## config.mk

```make
export PLATFORM = sky130hd
export DESIGN_NAME = flash_ring_log_writer
export DESIGN_NICKNAME = d
export VERILOG_FILES = /design/src/rtl/flw_pkg.sv /design/src/rtl/flash_ring_log_writer.sv /design/src/rtl/flw_page_ram.sv /design/src/rtl/flw_seq.sv
export VERILOG_INCLUDE_DIRS = /design/src /design/src/rtl
export SDC_FILE = /design/constraint.sdc
export NUM_CORES = 2
export LEC_CHECK = 0
export ABC_AREA = 0
export BUFFER_PORTS_ARGS = -buffer_cell sky130_fd_sc_hd__buf_2
export CAP_MARGIN = 30
export CORE_MARGIN = 2
export CORE_UTILIZATION = 40
export CTS_CLUSTER_DIAMETER = 60
export DETAILED_ROUTE_END_ITERATION = 10
export HOLD_SLACK_MARGIN = 0.02
export PLACE_DENSITY = 0.55
export SETUP_SLACK_MARGIN = 0.3
export SLEW_MARGIN = 40
export SYNTH_ARGS = -nofsm -noshare
export SYNTH_HDL_FRONTEND = slang
export SYNTH_SLANG_ARGS = --single-unit
```

## constraint.sdc

```tcl
create_clock -name clk_i -period 6.1 [get_ports clk_i]
set_clock_uncertainty 0.1 [all_clocks]
set_input_delay 1.22 -clock clk_i [delete_from_list [all_inputs] [get_ports clk_i]]
set_output_delay 1.22 -clock clk_i [all_outputs]
set_load 0.005 [all_outputs]
```

## src/rtl/flash_ring_log_writer_assert.svh

```systemverilog
// ----------------------------------------------------------------------------
// Flash ring log writer assertion macros
// Shared concurrent assertion wrappers, clocked on clk_i.
// ----------------------------------------------------------------------------
`ifndef FLASH_RING_LOG_WRITER_ASSERT_SVH
`define FLASH_RING_LOG_WRITER_ASSERT_SVH

// checked outside reset only
`define FLW_ASSERT(lbl, prop, msg) \
  lbl: assert property (@(posedge clk_i) disable iff (!rst_ni) prop) else $error(msg);

// checked at every edge, reset included
`define FLW_ASSERT_ALWAYS(lbl, prop, msg) \
  lbl: assert property (@(posedge clk_i) prop) else $error(msg);

`endif

```

## src/rtl/flw_pkg.sv

```systemverilog
// ----------------------------------------------------------------------------
// Flash ring log writer package
// Geometry constants, codes and item types shared by the writer modules.
// ----------------------------------------------------------------------------
package flw_pkg;

  localparam int unsigned PAGE_BYTES       = 256;
  localparam int unsigned PAGES_PER_SECTOR = 16;
  localparam int unsigned SECTOR_BYTES     = 4096;

  localparam int unsigned ADDR_W      = 24;
  localparam int unsigned WORD_BYTES  = 8;
  localparam int unsigned LANE_W      = $clog2(WORD_BYTES);
  localparam int unsigned PAGE_WORDS  = (PAGE_BYTES + WORD_BYTES - 1) / WORD_BYTES;
  localparam int unsigned WORD_IDX_W  = $clog2(PAGE_WORDS);
  localparam int unsigned FILL_W      = $clog2(PAGE_BYTES + 1);
  localparam int unsigned PAGE_SHIFT  = $clog2(PAGE_BYTES);
  localparam int unsigned PAGE_IDX_W  = 4;
  localparam int unsigned TOTAL_W     = 32;
  localparam int unsigned CFG_IDX_W   = 2;
  localparam int unsigned CFG_DATA_W  = 24;

  typedef enum logic [1:0] {
    S_IDLE,
    S_READ,
    S_WORD,
    S_ERASE
  } state_e;

  typedef enum logic [CFG_IDX_W-1:0] {
    CFG_RING_FIRST,
    CFG_RING_LAST,
    CFG_START_SECTOR,
    CFG_START_PAGE
  } cfg_idx_e;

  typedef enum logic {
    OP_APPEND,
    OP_FLUSH
  } op_e;

  typedef enum logic {
    KIND_PROGRAM,
    KIND_ERASE
  } kind_e;

  typedef struct packed {
    logic       op;
    logic [7:0] data_byte;
  } in_item_t;

  typedef struct packed {
    logic               kind;
    logic [ADDR_W-1:0]  flash_address;
    logic [63:0]        word_data;
    logic [TOTAL_W-1:0] erase_total;
    logic               last;
  } out_item_t;

  typedef struct packed {
    logic [ADDR_W-1:0] first;
    logic [ADDR_W-1:0] last;
  } ring_cfg_t;

  typedef struct packed {
    logic                  sector_we;
    logic                  page_we;
    logic [ADDR_W-1:0]     sector;
    logic [PAGE_IDX_W-1:0] page;
  } pos_load_t;

endpackage

```

## src/rtl/flash_ring_log_writer.sv

```systemverilog
// ----------------------------------------------------------------------------
// Flash ring log writer
// Collects log bytes into a page and emits program and erase items for a
// ring of flash sectors.
// ----------------------------------------------------------------------------
// An append item is taken whenever the writer is idle and gives no result
// until the page is full. A full page or a flush item holds the input off
// while the page drains: a page buffer read is primed, then one program word
// per cycle goes out while the output is taken (32 words for a 256-byte
// page), plus one erase item when the page closes a sector. Configuration
// writes are registered; writing the start sector or start page also moves
// the write position.

module flash_ring_log_writer (
  input  logic                             clk_i,
  input  logic                             rst_ni,
  input  logic                             cfg_we_i,
  input  logic [flw_pkg::CFG_IDX_W-1:0]    cfg_idx_i,
  input  logic [flw_pkg::CFG_DATA_W-1:0]   cfg_data_i,
  input  logic                             in_valid_i,
  output logic                             in_ready_o,
  input  flw_pkg::in_item_t                in_item_i,
  output logic                             out_valid_o,
  input  logic                             out_ready_i,
  output flw_pkg::out_item_t               out_item_o
);

  import flw_pkg::*;

  ring_cfg_t ring_q, ring_d;
  pos_load_t pos_load;

  always_comb begin
    ring_d             = ring_q;
    pos_load.sector_we = 1'b0;
    pos_load.page_we   = 1'b0;
    pos_load.sector    = cfg_data_i[ADDR_W-1:0];
    pos_load.page      = cfg_data_i[PAGE_IDX_W-1:0];
    if (cfg_we_i) begin
      case (cfg_idx_e'(cfg_idx_i))
        CFG_RING_FIRST:   ring_d.first = cfg_data_i[ADDR_W-1:0];
        CFG_RING_LAST:    ring_d.last  = cfg_data_i[ADDR_W-1:0];
        CFG_START_SECTOR: pos_load.sector_we = 1'b1;
        CFG_START_PAGE:   pos_load.page_we   = 1'b1;
        default: begin
        end
      endcase
    end
  end

  always_ff @(posedge clk_i or negedge rst_ni) begin
    if (!rst_ni) begin
      ring_q <= '0;
    end else begin
      ring_q <= ring_d;
    end
  end

  flw_seq u_seq (
    .clk_i       (clk_i),
    .rst_ni      (rst_ni),
    .ring_i      (ring_q),
    .pos_load_i  (pos_load),
    .in_valid_i  (in_valid_i),
    .in_ready_o  (in_ready_o),
    .in_item_i   (in_item_i),
    .out_valid_o (out_valid_o),
    .out_ready_i (out_ready_i),
    .out_item_o  (out_item_o)
  );

endmodule

```

## src/rtl/flw_page_ram.sv

```systemverilog
// ----------------------------------------------------------------------------
// Page buffer RAM
// Word-wide synchronous RAM with single byte-lane writes and a registered read.
// ----------------------------------------------------------------------------
module flw_page_ram #(
  parameter int unsigned DEPTH = 32,
  parameter int unsigned LANES = 8
) (
  input  logic                     clk_i,
  input  logic                     we_i,
  input  logic [$clog2(DEPTH)-1:0] waddr_i,
  input  logic [$clog2(LANES)-1:0] wlane_i,
  input  logic [7:0]               wdata_i,
  input  logic                     re_i,
  input  logic [$clog2(DEPTH)-1:0] raddr_i,
  output logic [LANES-1:0][7:0]    rdata_o
);

  logic [LANES-1:0][7:0] mem [DEPTH];
  logic [LANES-1:0][7:0] rdata_q;

  always_ff @(posedge clk_i) begin
    if (we_i) begin
      mem[waddr_i][wlane_i] <= wdata_i;
    end
  end

  always_ff @(posedge clk_i) begin
    if (re_i) begin
      rdata_q <= mem[raddr_i];
    end
  end

  assign rdata_o = rdata_q;

endmodule

```

## src/rtl/flw_seq.sv

```systemverilog
// ----------------------------------------------------------------------------
// Flash ring log writer sequencer
// Fills the page buffer, drains pages as program words and steps the ring.
// ----------------------------------------------------------------------------
`include "flash_ring_log_writer_assert.svh"

module flw_seq (
  input  logic               clk_i,
  input  logic               rst_ni,
  input  flw_pkg::ring_cfg_t ring_i,
  input  flw_pkg::pos_load_t pos_load_i,
  input  logic               in_valid_i,
  output logic               in_ready_o,
  input  flw_pkg::in_item_t  in_item_i,
  output logic               out_valid_o,
  input  logic               out_ready_i,
  output flw_pkg::out_item_t out_item_o
);

  import flw_pkg::*;

  state_e                state_q, state_d;
  logic [FILL_W-1:0]     fill_q, fill_d;
  logic [WORD_IDX_W-1:0] word_q, word_d;
  logic [PAGE_IDX_W-1:0] page_q, page_d;
  logic [ADDR_W-1:0]     sector_q, sector_d;
  logic [TOTAL_W-1:0]    erase_cnt_q, erase_cnt_d;
  logic                  out_valid_q, out_valid_d;
  out_item_t             out_item_q, out_item_d;

  logic                        in_acc;
  logic                        out_free;
  logic                        ram_we;
  logic                        ram_re;
  logic [WORD_IDX_W-1:0]       ram_raddr;
  logic [WORD_BYTES-1:0][7:0]  ram_rdata;
  logic [63:0]                 word_masked;
  logic [ADDR_W-1:0]           base_addr;
  logic                        last_word;
  logic                        page_wrap;
  logic [ADDR_W:0]             sector_step;
  logic [ADDR_W-1:0]           sector_next;
  logic [ADDR_W-1:0]           erase_target;

  flw_page_ram #(
    .DEPTH (PAGE_WORDS),
    .LANES (WORD_BYTES)
  ) u_page_ram (
    .clk_i   (clk_i),
    .we_i    (ram_we),
    .waddr_i (fill_q[LANE_W +: WORD_IDX_W]),
    .wlane_i (fill_q[LANE_W-1:0]),
    .wdata_i (in_item_i.data_byte),
    .re_i    (ram_re),
    .raddr_i (ram_raddr),
    .rdata_o (ram_rdata)
  );

  assign in_ready_o  = (state_q == S_IDLE);
  assign in_acc      = in_valid_i && in_ready_o;
  assign out_free    = !out_valid_q || out_ready_i;
  assign out_valid_o = out_valid_q;
  assign out_item_o  = out_item_q;

  // bytes at or past the fill read as zero
  always_comb begin
    for (int b = 0; b < WORD_BYTES; b++) begin
      word_masked[8*b +: 8] =
        (FILL_W'({word_q, LANE_W'(b)}) < fill_q) ? ram_rdata[b] : 8'h00;
    end
  end

  assign base_addr = sector_q + (ADDR_W'(page_q) << PAGE_SHIFT)
                   + (ADDR_W'(word_q) << LANE_W);
  assign last_word = (word_q == WORD_IDX_W'(PAGE_WORDS - 1));
  assign page_wrap = ((32'(page_q) + 32'd1) >= PAGES_PER_SECTOR);

  assign sector_step  = {1'b0, sector_q} + (ADDR_W+1)'(SECTOR_BYTES);
  assign sector_next  = (sector_step > {1'b0, ring_i.last}) ? ring_i.first
                                                            : sector_step[ADDR_W-1:0];
  assign erase_target = (sector_q == ring_i.last) ? ring_i.first
                                                  : sector_q + ADDR_W'(SECTOR_BYTES);

  always_comb begin
    state_d     = state_q;
    fill_d      = fill_q;
    word_d      = word_q;
    page_d      = page_q;
    sector_d    = sector_q;
    erase_cnt_d = erase_cnt_q;
    out_valid_d = out_valid_q && !out_ready_i;
    out_item_d  = out_item_q;
    ram_we      = 1'b0;
    ram_re      = 1'b0;
    ram_raddr   = word_q;

    case (state_q)
      S_IDLE: begin
        if (in_acc) begin
          word_d = '0;
          if (in_item_i.op == OP_FLUSH) begin
            state_d = S_READ;
          end else begin
            ram_we = 1'b1;
            fill_d = fill_q + 1'b1;
            if (fill_q == FILL_W'(PAGE_BYTES - 1)) begin
              state_d = S_READ;
            end
          end
        end
      end
      S_READ: begin
        ram_re  = 1'b1;
        state_d = S_WORD;
      end
      S_WORD: begin
        if (out_free) begin
          out_valid_d              = 1'b1;
          out_item_d.kind          = KIND_PROGRAM;
          out_item_d.flash_address = base_addr;
          out_item_d.word_data     = word_masked;
          out_item_d.erase_total   = erase_cnt_q;
          out_item_d.last          = last_word && !page_wrap;
          if (last_word) begin
            fill_d = '0;
            if (page_wrap) begin
              page_d   = '0;
              sector_d = sector_next;
              state_d  = S_ERASE;
            end else begin
              page_d  = page_q + 1'b1;
              state_d = S_IDLE;
            end
          end else begin
            word_d    = word_q + 1'b1;
            ram_re    = 1'b1;
            ram_raddr = word_q + 1'b1;
          end
        end
      end
      S_ERASE: begin
        if (out_free) begin
          out_valid_d              = 1'b1;
          out_item_d.kind          = KIND_ERASE;
          out_item_d.flash_address = erase_target;
          out_item_d.word_data     = '0;
          out_item_d.erase_total   = erase_cnt_q + 1'b1;
          out_item_d.last          = 1'b1;
          erase_cnt_d              = erase_cnt_q + 1'b1;
          state_d                  = S_IDLE;
        end
      end
      default: begin
        state_d = S_IDLE;
      end
    endcase

    if (pos_load_i.sector_we) begin
      sector_d = pos_load_i.sector;
    end
    if (pos_load_i.page_we) begin
      page_d = pos_load_i.page;
    end
  end

  always_ff @(posedge clk_i or negedge rst_ni) begin
    if (!rst_ni) begin
      state_q     <= S_IDLE;
      fill_q      <= '0;
      word_q      <= '0;
      page_q      <= '0;
      sector_q    <= '0;
      erase_cnt_q <= '0;
      out_valid_q <= 1'b0;
    end else begin
      state_q     <= state_d;
      fill_q      <= fill_d;
      word_q      <= word_d;
      page_q      <= page_d;
      sector_q    <= sector_d;
      erase_cnt_q <= erase_cnt_d;
      out_valid_q <= out_valid_d;
    end
  end

  always_ff @(posedge clk_i) begin
    out_item_q <= out_item_d;
  end

  `FLW_ASSERT(a_fill_below_page, (state_q == S_IDLE) |-> (fill_q < FILL_W'(PAGE_BYTES)), "page buffer overfilled")
  `FLW_ASSERT(a_erase_is_last, (out_valid_o && out_item_o.kind == KIND_ERASE) |-> out_item_o.last, "erase item not marked last")
  `FLW_ASSERT(a_no_read_idle, ram_re |-> (state_q != S_IDLE), "page read while idle")
  `FLW_ASSERT(a_erase_count, (state_q == S_ERASE && out_free) |=> (erase_cnt_q == $past(erase_cnt_q) + 1'b1), "erase count not stepped")
  `FLW_ASSERT_ALWAYS(a_reset_quiet, !rst_ni |-> !out_valid_o, "result shown in reset")

endmodule

```

# Yosys cells after proc, flatten, opt, wreduce, memory -nomap -nowiden
# Memory sizes are Yosys's and may differ from the RTL's. A register that Yosys moved wholly into a read port is not among the register bits.
# Cells that the tools add are included.
# totals
mem_count	1
ram_bits	2048
out_inout_bits	124
wordCells	136
ff_bits	247
inputBits	40
# mem_list
memory	depth	width	rd	rd_clocked_by_memory_dff	write_ports	line	text
u_seq.u_page_ram.mem	32	64	1	1	1	flw_page_ram.sv:19	logic [LANES-1:0][7:0] mem [DEPTH];
# op_classes
addsub	9
order_cmp	12
eq_ne	15
n_mux	56
n_reduce_logical	29
# op_table
cell	n
two-way mux 122 bit	2
one-hot mux 122 bit (2 select lines)	1
two-way mux 24 bit	7
< comparator 8 x 9 -> 1 bit	8
two-way mux 8 bit	9
two-way mux 64 bit	1
two-way mux 9 bit	4
adder 32 x 1 -> 32 bit, second input constant	1
>= comparator 32 x 5 -> 1 bit, second input constant	1
adder 24 x 13 -> 25 bit, second input constant	1
greater-than comparator 25 x 24 -> 1 bit	1
adder 24 x 12 -> 24 bit	1
adder 24 x 13 -> 24 bit, second input constant	1
adder 24 x 8 -> 24 bit	1
demux 8 bit (select 3 bit)	1
== test 24 bit	1
two-way mux 4 bit	5
two-way mux 5 bit	4
one-hot mux 9 bit (2 select lines)	1
nonzero test 2 bit	9
two-way mux 2 bit	8
two-way mux 1 bit	10
one-hot mux 5 bit (2 select lines)	1
AND reduction 5 bit	2
23 further kinds	40

# Logic depth before layout (Yosys ltp)
# depth
ltp_word	8
ltp_mapped	18
ltp_nobuf	15

# Cells and area by module
# Synthesis repeated with hierarchy kept, for this count alone.
# unflattened
hier_cells	4524
area_unflattened_um2	93453.4
# by_module_without_submodules
module	instances	area_per_inst_um2	cells_per_inst	seq_area_each_um2
flw_page_ram	1	80737.4	3402	63420.8
flw_seq	1	10879.2	1017	5590.4
flash_ring_log_writer	1	1836.8	105	1201.2

# Worst setup path before layout
# OpenSTA, ideal clock, no wires.
# synth_path
kind	input-to-reg
from	input out_ready_i
to	register u_seq.out_item_q, in the netlist u_seq.out_item_o[0], enable pin
arrival_ps	3624
n_path_buf	0
cell_stages	3
setup_time_ps	1077
required_time_ps	4923
slack_ps	1299
cell_sequence	nand2b_1 nand2_1 nand2_1
# synth_via
elab_chain_cells	3
# synth_lines
item	line	text
from (decl)	flash_ring_log_writer.sv:24	input logic out_ready_i,
logical OR 1 bit *	flw_seq.sv:61	assign out_free = !out_valid_q || out_ready_i;
!= test 2 x 1 -> 1 bit (no source line)	-	
AND reduction 3 bit (no source line) *	-	
to (signal assigned)	flw_seq.sv:187	out_item_q <= out_item_d;
to (decl)	flw_seq.sv:29	out_item_t out_item_q, out_item_d;
# Mark *: on every way between the ends. The rest lies on a longest branch, timed or not.
# A chain may end at the register's enable or synchronous reset.

# Worst setup path after layout
# layout_path
from	register u_seq.sector_q[13]
to	register u_seq.sector_q[18]
# layout_via
elab_chain_cells	8
# layout_lines
item	line	text
from (decl)	flw_seq.sv:26	logic [ADDR_W-1:0] sector_q, sector_d;
from (signal assigned)	flw_seq.sv:180	sector_q <= sector_d;
adder 24 x 13 -> 25 bit *	flw_seq.sv:78	assign sector_step = {1'b0, sector_q} + (ADDR_W+1)'(SECTOR_BYTES);
greater-than comparator 25 x 24 -> 1 bit	flw_seq.sv:79	assign sector_next = (sector_step > {1'b0, ring_i.last}) ? ring_i.first
two-way mux 24 bit *	flw_seq.sv:79	
two-way mux 24 bit *	flw_seq.sv:126	if (page_wrap) begin
two-way mux 24 bit *	flw_seq.sv:124	if (last_word) begin
two-way mux 24 bit *	flw_seq.sv:117	if (out_free) begin
two-way mux 24 bit *	flw_seq.sv:97	case (state_q)
two-way mux 24 bit *	flw_seq.sv:158	if (pos_load_i.sector_we) begin
# Mark *: on every way between the ends. The rest lies on a longest branch, timed or not. The select of a mux whose other input is x is not followed.

==> impl_summary.log <==
[metrics] count of standard-cell rows: 177
[metrics] data arrival time of the critical path: 5.12 ns
[metrics] Root Driver: clkbuf_16
[metrics] maximum operating frequency: 222 MHz
[metrics] fraction of final layout cells sized beyond drive strength 1: 11.0%
[metrics] MaxCap Viol Count: 0
[metrics] crit path from: u_seq.sector_q[13]
[metrics] Syn. warnings: 0
[metrics] CTS max path bufs: 3
[metrics] Net Switching: 13.3 mW
[metrics] primary flip-flop cell chosen by synthesis mapping: edfxtp_1
[metrics] clock-pin slew reported for the worst setup and hold paths after clock tree synthesis: 0.06 ns
[metrics] Routed WL per cell: 24.8 µm
[metrics] Fin Setup TNS: 0 ns
[metrics] wire length of the first global-routing pass: 391000 µm
[metrics] status: finished clean
[metrics] Tmin final: 4.50 ns
[metrics] relative contribution of sequential cells to total power: 45.6%
[metrics] number of enable flip-flop cells after synthesis: 2234
[metrics] critical path class: flop to flop
[metrics] top cells by area in the synthesized netlist: edfxtp_1, nand2_1, nand3_1, dfrtp_1, nand4_1
[metrics] post-synthesis sequential area ratio: 74.7%
[metrics] Logic pwr share: 21.5%
[metrics] Worst Setup Slack, final: 1.60 ns
[metrics] per-instance average area after synthesis: 12.8 µm²
[metrics] fraction of synthesized cell area taken by the top area cell type: 71.3%
[metrics] kind of launch point of the worst setup path: flop
[metrics] Cell Count Post-Placement: 10400
[metrics] Min-Delay Path Class: primary input to asynchronous set/reset pin
[metrics] final non-filler cell total: 10800
[metrics] number of nets in the layout: 7557
[metrics] critical path capture point type: flop
[metrics] internal reg-to-reg setup slack: 1.60 ns
[metrics] count of port buffers added during placement: 163
[metrics] Clock H-tree levels: 4
[metrics] initial antenna violation count: 12
[metrics] most common cell after layout, fill and taps aside: edfxtp_1
[metrics] post-synthesis net count: 7434
[metrics] DR pass1 iterations: 6
[metrics] Yosys cell types: 70
[metrics] TritonCTS clock tree: built
[metrics] Worst slew margin: 41.1%
[metrics] unrepaired setup endpoints after global routing: false
[metrics] global placer's final weighted congestion: 0.824
[metrics] ratio of total power to cell area: 399 mW/mm²
[metrics] width of the chip: 489 µm
[metrics] count of vias placed by the detailed router: 59500
[metrics] slew at the pin closest to its max-slew limit: 0.884 ns
[metrics] Inserted Clock Buffers: 236
[metrics] most used cells in the layout excluding fill and tap cells: edfxtp_1, nand2_1, nand3_1
[metrics] largest net degree at the start of global routing: 181
[metrics] detailed-route vias per instance: 5.50
[metrics] internal power of the cells: 29.2 mW
[metrics] Detail Route Antenna Nets: 0
[metrics] aggregate global-route resource usage: 22.1%
[metrics] required time at the endpoint of the critical path: 6.72 ns
[metrics] leakage component of the power: 35.5 nW
[metrics] final count of negative-setup-slack endpoints: 0
[metrics] count of routing violations after the opening detailed-route iteration: 6797
[metrics] synthesized flop and latch total: 2359
[metrics] effective utilization at floorplan: 40.3%
[metrics] # IOs: 164
[metrics] CTS-repair resized insts: 0
[metrics] via count of the first global-routing pass: 56100
[metrics] worst slack at placement: 1.34 ns
[metrics] Routed Wire Length: 268000 µm
[metrics] Cells after Synth: 7344
[metrics] GR Overflow Total: 0
[metrics] maximum net fanout on the critical path: 13
[metrics] Post-Syn Area: 0.0940 mm²
[metrics] worst reg2reg path startpoint: u_seq.sector_q[13]
[metrics] ratio of final minimum period to clock period: 73.8%
[metrics] Clock Sinks: 2359
[metrics] area inside the core boundary: 0.233 mm²
[metrics] layout filler cell count: 20900
[metrics] Slew Viols, Final: 0
[metrics] Max IR drop VDD: 605 µV
[metrics] clock insertion delay at the later pin of the skew report: 0.87 ns
[metrics] final total power: 42.5 mW
[metrics] full die area: 0.239 mm²
[metrics] Clk pwr share: 32.9%
[metrics] remaining routing DRC violations: 0
[metrics] DP Wirelength: 157000 µm
[metrics] share of flip-flops with an asynchronous set or reset: 5.30%
[metrics] synth-to-layout area growth: 13.3%
[metrics] switching part of the total power: 31.2%
[metrics] total setup buffers inserted after CTS: 0
[metrics] final count of hold timing violations: 0
[metrics] cell taking the most area after synthesis: edfxtp_1
[metrics] overall die height: 489 µm
[metrics] number of buffers added to fix hold violations after cts: 0
layout make-up:
class                      count  area, µm²  share of cell area [%]
timing repair buffer         324       2700                    2.53
multi-input combinational   4485      22100                    20.7
clock inverter               125       1050                   0.990
clock buffer                 312       6310                    5.92
tap                         3132       3920                    3.68
inverter                      61        229                   0.215
antenna                        8       20.0                  0.0188
sequential                  2359      70200                    65.9
worst paths after layout:
kind,endpoint,cells past startpoint
worst max-delay path,u_seq.sector_q[18],14
min in group clk_i,u_seq.erase_cnt_q[31],1
worst max register to register,u_seq.sector_q[18],14
worst min register to register,u_seq.erase_cnt_q[31],1
max in group asynchronous,u_seq.fill_q[3],2
worst min-delay path,ring_q[22],1
sequential cells by signal (all words and copies together) (netlist names):
name                      count
u_seq.out_item_o            122
u_seq.u_page_ram.mem       2048
u_seq.page_q                  4
ring_q                       48
u_seq.out_valid_o             1
u_seq.word_q                  5
u_seq.erase_cnt_q            32
u_seq.sector_q               24
u_seq.u_page_ram.rdata_o     64
u_seq.state_q                 2
u_seq.fill_q                  9
synthesized netlist by cell type, types with 17 or more instances:
| library cell | number |
|---|---|
| mux2_2 | 54 |
| buf_1 | 28 |
| buf_2 | 197 |
| nor2b_1 | 18 |
| xor2_1 | 37 |
| o21ai_0 | 38 |
| inv_1 | 61 |
| and2_1 | 60 |
| edfxtp_1 | 2234 |
| a21oi_1 | 70 |
| xnor2_1 | 58 |
| nand3_1 | 805 |
| nor2_1 | 341 |
| nor3_1 | 17 |
| clkbuf_1 | 209 |
| nand2_1 | 2188 |
| mux2i_1 | 31 |
| a31oi_1 | 261 |
| dfrtp_1 | 125 |
| ha_1 | 49 |
| nand4_1 | 333 |
layer usage:
layer	vias up	wire [µm]	GRT usage [%]
met2	2394	122000	33.8
li1	26800	-	-
met1	29900	118000	32.5
met4	4	5970	5.41
met3	338	22300	4.25
met5	-	24	0
logic make-up (layout without fill, tap and decap cells):
group                    Yosys count  count (layout)  synth area share [%]
AO/OA/AOI/OAI                    432             432                  2.81
XOR/XNOR                          97              97                 0.919
adder cells (fa/ha/maj)           50              50                 0.673
buffers and inverters            500             822                  2.28
flip-flops                      2359            2359                  74.7
multiplexers                      85              85                 0.977
other                              0               8                     0
AND/OR/NAND/NOR                 3821            3821                  17.7
power by group through the flow:
| stage | clock (mW) | sequential [mW] | combinational [mW] |
|---|---|---|---|
| 6_report | 14.0 | 19.4 | 9.14 |
| 3_3_place_gp | 0 | 19.7 | 9.07 |
| 4_1_cts | 14.2 | 19.4 | 9.19 |
| 3_5_place_dp | 0 | 19.7 | 9.16 |
| 5_1_grt | 14.8 | 19.4 | 10.0 |
| 2_1_floorplan | 0 | 19.6 | 5.46 |
through the flow:
stage,utilization (%),hold WS [ns],area (µm²)
floorplan,-,0.365,94000
global placement,42.3,0.380,98600
detailed placement,42.4,0.383,99000
CTS,45.6,0.249,106000
global route,45.7,0.270,107000
finish,45.7,0.255,107000
critical path, cell delays in order, from the launching register on:
cell and delay (ns):
dfrtp_1 0.43, ha_1 0.33, nand3_2 0.22, nor3_1 0.52, nand2_1 0.19, xnor2_1 0.16
ha_1 0.29, a21o_1 0.16, a21oi_1 0.12, o21ai_0 0.17, o31ai_4 0.72, buf_4 0.34
mux2_2 0.35, o22ai_1 0.14, a21oi_1 0.09
Power figures use the tool's default switching activity.
